**config.mk**
```make
export PLATFORM = sky130hd
export DESIGN_NAME = rgb565_tinted_blend_core
export DESIGN_NICKNAME = d
export VERILOG_FILES = /design/src/design/rtb_pkg.sv /design/src/design/rtb_prep.sv /design/src/design/rtb_chan_prod.sv /design/src/design/rtb_chan_comb.sv /design/src/design/rgb565_tinted_blend_core.sv
export SDC_FILE = /design/constraint.sdc
export NUM_CORES = 1
export LEC_CHECK = 0
export ABC_CLOCK_PERIOD_IN_PS = 6750
export BUFFER_PORTS_ARGS = -buffer_cell sky130_fd_sc_hd__buf_2
export CORE_MARGIN = 3
export CORE_UTILIZATION = 33
export DETAILED_ROUTE_END_ITERATION = 7
export GPL_TIMING_DRIVEN = 0
export SYNTH_ARGS = -nofsm -noshare
export SYNTH_HDL_FRONTEND = slang
export SYNTH_SLANG_ARGS = --single-unit
```
**constraint.sdc**
```tcl
create_clock -name clk -period 6.75 [get_ports clk]
set_clock_uncertainty 0.1 [all_clocks]
set_input_delay 1.0125 -clock clk [delete_from_list [all_inputs] [get_ports clk]]
set_output_delay 1.0125 -clock clk [all_outputs]
set_load 0.01 [all_outputs]
```
**src/design/rtb_pkg.sv**
```systemverilog
// Shared types and mode codes of the tinted RGB565 blender.
package rtb_pkg;

	localparam logic [2:0] MODE_SET = 3'd0;
	localparam logic [2:0] MODE_MIX = 3'd1;
	localparam logic [2:0] MODE_ADD = 3'd2;
	localparam logic [2:0] MODE_SUB = 3'd3;
	localparam logic [2:0] MODE_MUL = 3'd4;

	localparam logic [2:0] REG_BLEND_MODE = 3'd0;
	localparam logic [2:0] REG_TINT_RED   = 3'd1;
	localparam logic [2:0] REG_TINT_GREEN = 3'd2;
	localparam logic [2:0] REG_TINT_BLUE  = 3'd3;
	localparam logic [2:0] REG_TINT_ALPHA = 3'd4;

	localparam logic [5:0] MAX5 = 6'h1F;
	localparam logic [5:0] MAX6 = 6'h3F;
	localparam logic [8:0] WEIGHT_SUM = 9'd257;

	typedef struct packed {
		logic [5:0] d;
		logic [5:0] s;
	} chan_t;

	typedef struct packed {
		logic [5:0]  d;
		logic [5:0]  s;
		logic [13:0] dst_w;
		logic [13:0] src_w;
		logic [11:0] mul;
	} prod_t;

endpackage

```
**src/design/rtb_prep.sv**
```systemverilog
// Unpack the destination, tint the source channels and form the mix weights.
module rtb_prep (
	input  logic [15:0]         dst_pixel,
	input  logic [7:0]          src_red,
	input  logic [7:0]          src_green,
	input  logic [7:0]          src_blue,
	input  logic [7:0]          src_alpha,
	input  logic [7:0]          tint_red,
	input  logic [7:0]          tint_green,
	input  logic [7:0]          tint_blue,
	input  logic [7:0]          tint_alpha,
	output rtb_pkg::chan_t      red,
	output rtb_pkg::chan_t      green,
	output rtb_pkg::chan_t      blue,
	output logic [8:0]          src_weight,
	output logic [8:0]          dst_weight
);
	import rtb_pkg::*;

	logic [5:0]  tr, tb;
	logic [6:0]  tg;
	logic [10:0] pr, pb;
	logic [11:0] pg;
	logic [8:0]  ta;
	logic [16:0] pa;

	always_comb begin
		tr = {1'b0, tint_red[7:3]} + 6'd1;
		tb = {1'b0, tint_blue[7:3]} + 6'd1;
		tg = {1'b0, tint_green[7:2]} + 7'd1;
		pr = 11'(src_red[7:3] * tr);
		pb = 11'(src_blue[7:3] * tb);
		pg = 12'(src_green[7:2] * tg);
		ta = {1'b0, tint_alpha} + 9'd1;
		pa = 17'(src_alpha * ta);
		red.d   = {1'b0, dst_pixel[15:11]};
		red.s   = {1'b0, pr[9:5]};
		green.d = dst_pixel[10:5];
		green.s = pg[11:6];
		blue.d  = {1'b0, dst_pixel[4:0]};
		blue.s  = {1'b0, pb[9:5]};
		src_weight = {1'b0, pa[15:8]} + 9'd1;
		dst_weight = WEIGHT_SUM - src_weight;
	end

endmodule

```
**src/design/rtb_chan_prod.sv**
```systemverilog
// Form the per-channel products for mix and multiply.
module rtb_chan_prod (
	input  rtb_pkg::chan_t chan,
	input  logic [8:0]     src_weight,
	input  logic [8:0]     dst_weight,
	output rtb_pkg::prod_t prod
);
	import rtb_pkg::*;

	logic [6:0] s_inc;

	always_comb begin
		s_inc      = {1'b0, chan.s} + 7'd1;
		prod.d     = chan.d;
		prod.s     = chan.s;
		prod.dst_w = 14'(chan.d * dst_weight);
		prod.src_w = 14'(chan.s * src_weight);
		prod.mul   = 12'(chan.d * s_inc);
	end

endmodule

```
**src/design/rtb_chan_comb.sv**
```systemverilog
// Combine one channel under the blend mode.
module rtb_chan_comb (
	input  rtb_pkg::prod_t prod,
	input  logic [2:0]     mode,
	input  logic           wide,
	output logic [5:0]     value
);
	import rtb_pkg::*;

	logic [5:0]  cmax;
	logic [14:0] mix_sum;
	logic [6:0]  add_sum;
	logic [5:0]  mul_val;

	always_comb begin
		cmax    = wide ? MAX6 : MAX5;
		mix_sum = {1'b0, prod.dst_w} + {1'b0, prod.src_w};
		add_sum = {1'b0, prod.d} + {1'b0, prod.s};
		mul_val = wide ? prod.mul[11:6] : {1'b0, prod.mul[9:5]};
		unique case (mode)
			MODE_SET: value = prod.s;
			MODE_MIX: value = mix_sum[13:8] & cmax;
			MODE_ADD: value = (add_sum > {1'b0, cmax}) ? cmax : add_sum[5:0];
			MODE_SUB: value = (prod.d > prod.s) ? prod.d - prod.s : 6'd0;
			MODE_MUL: value = mul_val & cmax;
			default:  value = prod.d;
		endcase
	end

endmodule

```
**src/design/rgb565_tinted_blend_core.sv**
```systemverilog
// Top level of the tinted RGB565 blender: config registers and three-stage pipeline.
// Takes one pixel per clock while in_ready is high. A result passes through the stage 1,
// stage 2 and stage 3 registers and leaves once the output accepts it. Stage 1 tints the source and
// forms the alpha weights, stage 2 forms the channel products, and stage 3 combines them
// under the blend mode into the output register. Ready is combinational back to the input,
// so a stalled output holds only the stages behind it that are full, and bubbles close up.
// Write configuration only while the pipeline is empty.
module rgb565_tinted_blend_core (
	input  logic        clk,
	input  logic        arst_n,
	input  logic        cfg_we,
	input  logic [2:0]  cfg_index,
	input  logic [7:0]  cfg_data,
	input  logic        in_valid,
	output logic        in_ready,
	input  logic [15:0] dst_pixel,
	input  logic [7:0]  src_red,
	input  logic [7:0]  src_green,
	input  logic [7:0]  src_blue,
	input  logic [7:0]  src_alpha,
	output logic        out_valid,
	input  logic        out_ready,
	output logic [15:0] result_pixel
);
	import rtb_pkg::*;

	logic [2:0] blend_mode_q;
	logic [7:0] tint_red_q, tint_green_q, tint_blue_q, tint_alpha_q;

	always_ff @(posedge clk or negedge arst_n) begin
		if (!arst_n) begin
			blend_mode_q <= MODE_SET;
			tint_red_q   <= 8'hFF;
			tint_green_q <= 8'hFF;
			tint_blue_q  <= 8'hFF;
			tint_alpha_q <= 8'hFF;
		end else if (cfg_we) begin
			unique case (cfg_index)
				REG_BLEND_MODE: blend_mode_q <= cfg_data[2:0];
				REG_TINT_RED:   tint_red_q   <= cfg_data;
				REG_TINT_GREEN: tint_green_q <= cfg_data;
				REG_TINT_BLUE:  tint_blue_q  <= cfg_data;
				REG_TINT_ALPHA: tint_alpha_q <= cfg_data;
				default: ;
			endcase
		end
	end

	logic v_s1, v_s2, v_s3;
	logic ready_s1, ready_s2, ready_s3;

	assign ready_s3 = !v_s3 || out_ready;
	assign ready_s2 = !v_s2 || ready_s3;
	assign ready_s1 = !v_s1 || ready_s2;
	assign in_ready = ready_s1;

	chan_t      r_c, g_c, b_c;
	logic [8:0] sw_c, dw_c;

	rtb_prep u_prep (
		.dst_pixel  (dst_pixel),
		.src_red    (src_red),
		.src_green  (src_green),
		.src_blue   (src_blue),
		.src_alpha  (src_alpha),
		.tint_red   (tint_red_q),
		.tint_green (tint_green_q),
		.tint_blue  (tint_blue_q),
		.tint_alpha (tint_alpha_q),
		.red        (r_c),
		.green      (g_c),
		.blue       (b_c),
		.src_weight (sw_c),
		.dst_weight (dw_c)
	);

	chan_t      r_s1, g_s1, b_s1;
	logic [8:0] sw_s1, dw_s1;

	always_ff @(posedge clk or negedge arst_n) begin
		if (!arst_n) begin
			v_s1 <= 1'b0;
		end else if (ready_s1) begin
			v_s1 <= in_valid;
		end
	end

	always_ff @(posedge clk) begin
		if (ready_s1 && in_valid) begin
			r_s1  <= r_c;
			g_s1  <= g_c;
			b_s1  <= b_c;
			sw_s1 <= sw_c;
			dw_s1 <= dw_c;
		end
	end

	prod_t r_p, g_p, b_p;

	rtb_chan_prod u_prod_r (.chan(r_s1), .src_weight(sw_s1), .dst_weight(dw_s1), .prod(r_p));
	rtb_chan_prod u_prod_g (.chan(g_s1), .src_weight(sw_s1), .dst_weight(dw_s1), .prod(g_p));
	rtb_chan_prod u_prod_b (.chan(b_s1), .src_weight(sw_s1), .dst_weight(dw_s1), .prod(b_p));

	prod_t r_s2, g_s2, b_s2;

	always_ff @(posedge clk or negedge arst_n) begin
		if (!arst_n) begin
			v_s2 <= 1'b0;
		end else if (ready_s2) begin
			v_s2 <= v_s1;
		end
	end

	always_ff @(posedge clk) begin
		if (ready_s2 && v_s1) begin
			r_s2 <= r_p;
			g_s2 <= g_p;
			b_s2 <= b_p;
		end
	end

	logic [5:0] r_v, g_v, b_v;

	rtb_chan_comb u_comb_r (.prod(r_s2), .mode(blend_mode_q), .wide(1'b0), .value(r_v));
	rtb_chan_comb u_comb_g (.prod(g_s2), .mode(blend_mode_q), .wide(1'b1), .value(g_v));
	rtb_chan_comb u_comb_b (.prod(b_s2), .mode(blend_mode_q), .wide(1'b0), .value(b_v));

	logic [15:0] pixel_s3;

	always_ff @(posedge clk or negedge arst_n) begin
		if (!arst_n) begin
			v_s3 <= 1'b0;
		end else if (ready_s3) begin
			v_s3 <= v_s2;
		end
	end

	always_ff @(posedge clk) begin
		if (ready_s3 && v_s2) begin
			pixel_s3 <= {r_v[4:0], g_v, b_v[4:0]};
		end
	end

	assign out_valid    = v_s3;
	assign result_pixel = pixel_s3;

	a_adv_s2: assert property (@(posedge clk) disable iff (!arst_n)
		v_s1 && ready_s2 |=> v_s2)
		else $error("stage 1 request lost on advance");

	a_adv_s3: assert property (@(posedge clk) disable iff (!arst_n)
		v_s2 && ready_s3 |=> v_s3)
		else $error("stage 2 request lost on advance");

	a_hold_s2: assert property (@(posedge clk) disable iff (!arst_n)
		v_s2 && !ready_s3 |=> v_s2 && v_s3)
		else $error("stalled stage 2 request dropped");

endmodule
```
==> results.cfg <==
[route]
vias_per_cell = 4.71
post-route-drc-count = 0
wl_met1_um = 29300
drt_iter0_drc = 812
highest_layer = met5
wl_um = 59500
wl_met2_um = 25900
ant_nets = 0
wl_per_cell_um = 15.9
via_count = 17600
dr_wl_met3_um = 3000
dr.pass1.iters = 7

[cells_and_area]
instances_no_fill = 3732
layout-drive-gt1-share_pct = 7.87
fin_util_pct = 37.2
nets = 3330
area_growth_pct = 11.1

[clock_tree]
clk-insertion-delay-late_ps = 570
cts.sinks = 223
cts_buffers = 28
cts_max_level = 1
cts-root-buf = clkbuf_16
cts_tree = yes
clk_path_buf_depth = 3
cts.clk_slew.worst_paths_ps = 60

[synthesis]
synth_top_cells_by_area = edfxtp_1, fa_1, ha_1
syn_area_per_cell_um2 = 9.98
synth_cell_type_count = 64
syn_inst = 2564
ys_seq_elements = 223
yosysTopAreaCell = edfxtp_1
ys.flop_type = edfxtp_1
yosys.area.top_type_share_pct = 22.7
synth_edf_count = 193
yosysSeqAreaShare_pct = 25.7
syn_nets = 3221
async_reset_ff_share_pct = 13.5
yosysWarnings = 0
synth_area_um2 = 25600

[grt]
grt_pass1_wl_um = 96600
grt_pass1_vias = 17800
track_usage_pct = 14.8
grt_max_degree = 55
antenna_found_initial = 9
grt.overflow.total = 0

[sta]
relSlewSlack_pct = 11.6
tightest_slew_ps = 1320
period_minus_slack_ps = 6470
clock.fmax_ghz = 0.155
min_period_over_period_pct = 95.8
drv_slew = 0
setup_viol = 0
hold_viol = 0

[worst_setup_path]
crit_family = adder cells
rrSetupSlack_ps = 280
crit_chain = ha_1 > nand3_2 > xor2_4 > nor2b_1 > fa_1 > inv_1 > fa_1 > fa_1 > fa_1 > inv_1 > ha_1 > a21o_1 > a221oi_4 > o31a_4 > xnor2_1 > nand3b_1 > xor2_2 > inv_2 > or4_4 > nor4_4 > xor2_1
cp.arrival_ps = 6670
cp_common_cell = fa_1
start_kind = register
path_class = register to register
worstSetupEndpointType = register
crit_path_max_fanout = 8
path_buf_inv = 3
max_stage_delay_ps = 560
worst_ep_required_time_ps = 6950
cpMaxStageDelayCell = dfstp_2

[place]
hpwl_um = 48200
place_congestion = 0.882
io_buffers = 73
dp.cells = 3669

[floorplanning]
dieArea_um2 = 80900
fp.dieH_um = 284
rows = 101
boundaryPins = 82
die_w_um = 284
coreArea_um2 = 76300
initial_core_util_pct = 33.5

[hold_path]
hold_class = register to register

[status]
status = complete, no violations

[job]
maxCapViolations = 0
-- layout by cell type (no fill, tap or decap), types with 24 or more instances in the layout --
| cell type | count |
|---|---|
| a21oi_1 | 104 |
| and2_1 | 231 |
| buf_2 | 73 |
| clkbuf_1 | 68 |
| clkbuf_16 | 30 |
| dfstp_2 | 24 |
| edfxtp_1 | 193 |
| fa_1 | 260 |
| ha_1 | 332 |
| inv_1 | 357 |
| mux2_2 | 28 |
| nand2_1 | 309 |
| nand2b_1 | 33 |
| nand3_1 | 25 |
| nor2_1 | 75 |
| nor2b_1 | 55 |
| nor3_1 | 28 |
| o21a_1 | 24 |
| o21ai_0 | 43 |
| o21bai_1 | 44 |
| xnor2_1 | 141 |
| xor2_1 | 37 |
-- final timing paths --
| path | start | end | cells after the start |
|---|---|---|---|
| worst max register to register | tint_alpha_q[1]$_DFFE_PN1P_ | dw_s1[8]$_DFFE_PP_ | 21 |
| max in group asynchronous | arst_n | blend_mode_q[2]$_DFFE_PN0P_ | 1 |
| worst max-delay path | tint_alpha_q[1]$_DFFE_PN1P_ | dw_s1[8]$_DFFE_PP_ | 21 |
| worst min-delay path | v_s1$_DFFE_PN0N_ | v_s2$_DFFE_PN0P_ | 1 |
| worst min register to register | v_s1$_DFFE_PN0N_ | v_s2$_DFFE_PN0P_ | 1 |
| min in group asynchronous | arst_n | v_s1$_DFFE_PN0N_ | 1 |
-- cell families after synthesis --
group	count (synthesis)	share of synthesized area, %
flip-flops	223	25.7
XOR/XNOR	186	6.37
adder cells (fa/ha/maj)	593	36.6
multiplexers	33	1.43
buffers and inverters	424	6.25
AO/OA/AOI/OAI	311	7.98
AND/OR/NAND/NOR	794	15.6
-- area by class of cell --
type	instances	area [µm²]
Antenna cell	7	17.5
Sequential cell	223	6580
Inverter	358	1340
Clock inverter	15	154
Tap cell	1030	1290
Clock buffer	37	811
Timing Repair Buffer	79	450
Buffer	66	255
Fill cell	7728	47900
Multi-Input combinational cell	1917	17500
-- synthesized netlist by cell type (11+ instances only) --
master	number
inv_1	357
ha_1	333
nand2_1	309
fa_1	260
and2_1	233
edfxtp_1	193
xnor2_1	144
a21oi_1	104
nor2_1	76
clkbuf_1	65
nor2b_1	55
o21bai_1	44
o21ai_0	43
xor2_1	42
nand2b_1	33
mux2_2	28
nor3_1	28
nand3_1	26
dfstp_2	24
o21a_1	24
a21o_1	21
and3_1	11
-- flip-flops by register name, indices dropped and copies added (netlist names) --
name and count:
g_s2 46, b_s2 41, r_s2 41, result_pixel 16, g_s1 12, b_s1 10
r_s1 10, sw_s1 9, dw_s1 8, tint_alpha_q 8, tint_green_q 6, tint_blue_q 5
tint_red_q 5, blend_mode_q 3, out_valid 1, v_s1 1, v_s2 1
-- layer usage --
layer  global-route usage, %  vias up
met4                    2.93        2
met1                    21.6     8530
li1                        -     8629
met5                       0        -
met2                    23.3      342
met3                    2.40       83
-- through the flow --
| stage | worst slack, ps | setup TNS, ps | cell area, µm² | hold WS [ps] |
|---|---|---|---|---|
| final | 281 | 0 | 28400 | 406 |
| after global routing | -23.2 | -23.2 | 28400 | 431 |
| after CTS | 34.3 | 0 | 28300 | 416 |
| after detailed placement | -286 | -632 | 27300 | 391 |
| after global placement | -227 | -448 | 27200 | 380 |
| after floorplan | 490 | 0 | 25600 | 339 |
-- what timing repair did --
action / CTS / global route
gates resized for setup: 3 / 13
hold buffers: 0 / 0
endpoints found under the setup margin: 4 / 5
buffers inserted: 0 / 4
pin swaps: 0 / 5
Power is left out: the tool's default activity adds up to more than one toggle a clock period on the data nets, which glitch-free logic cannot reach.
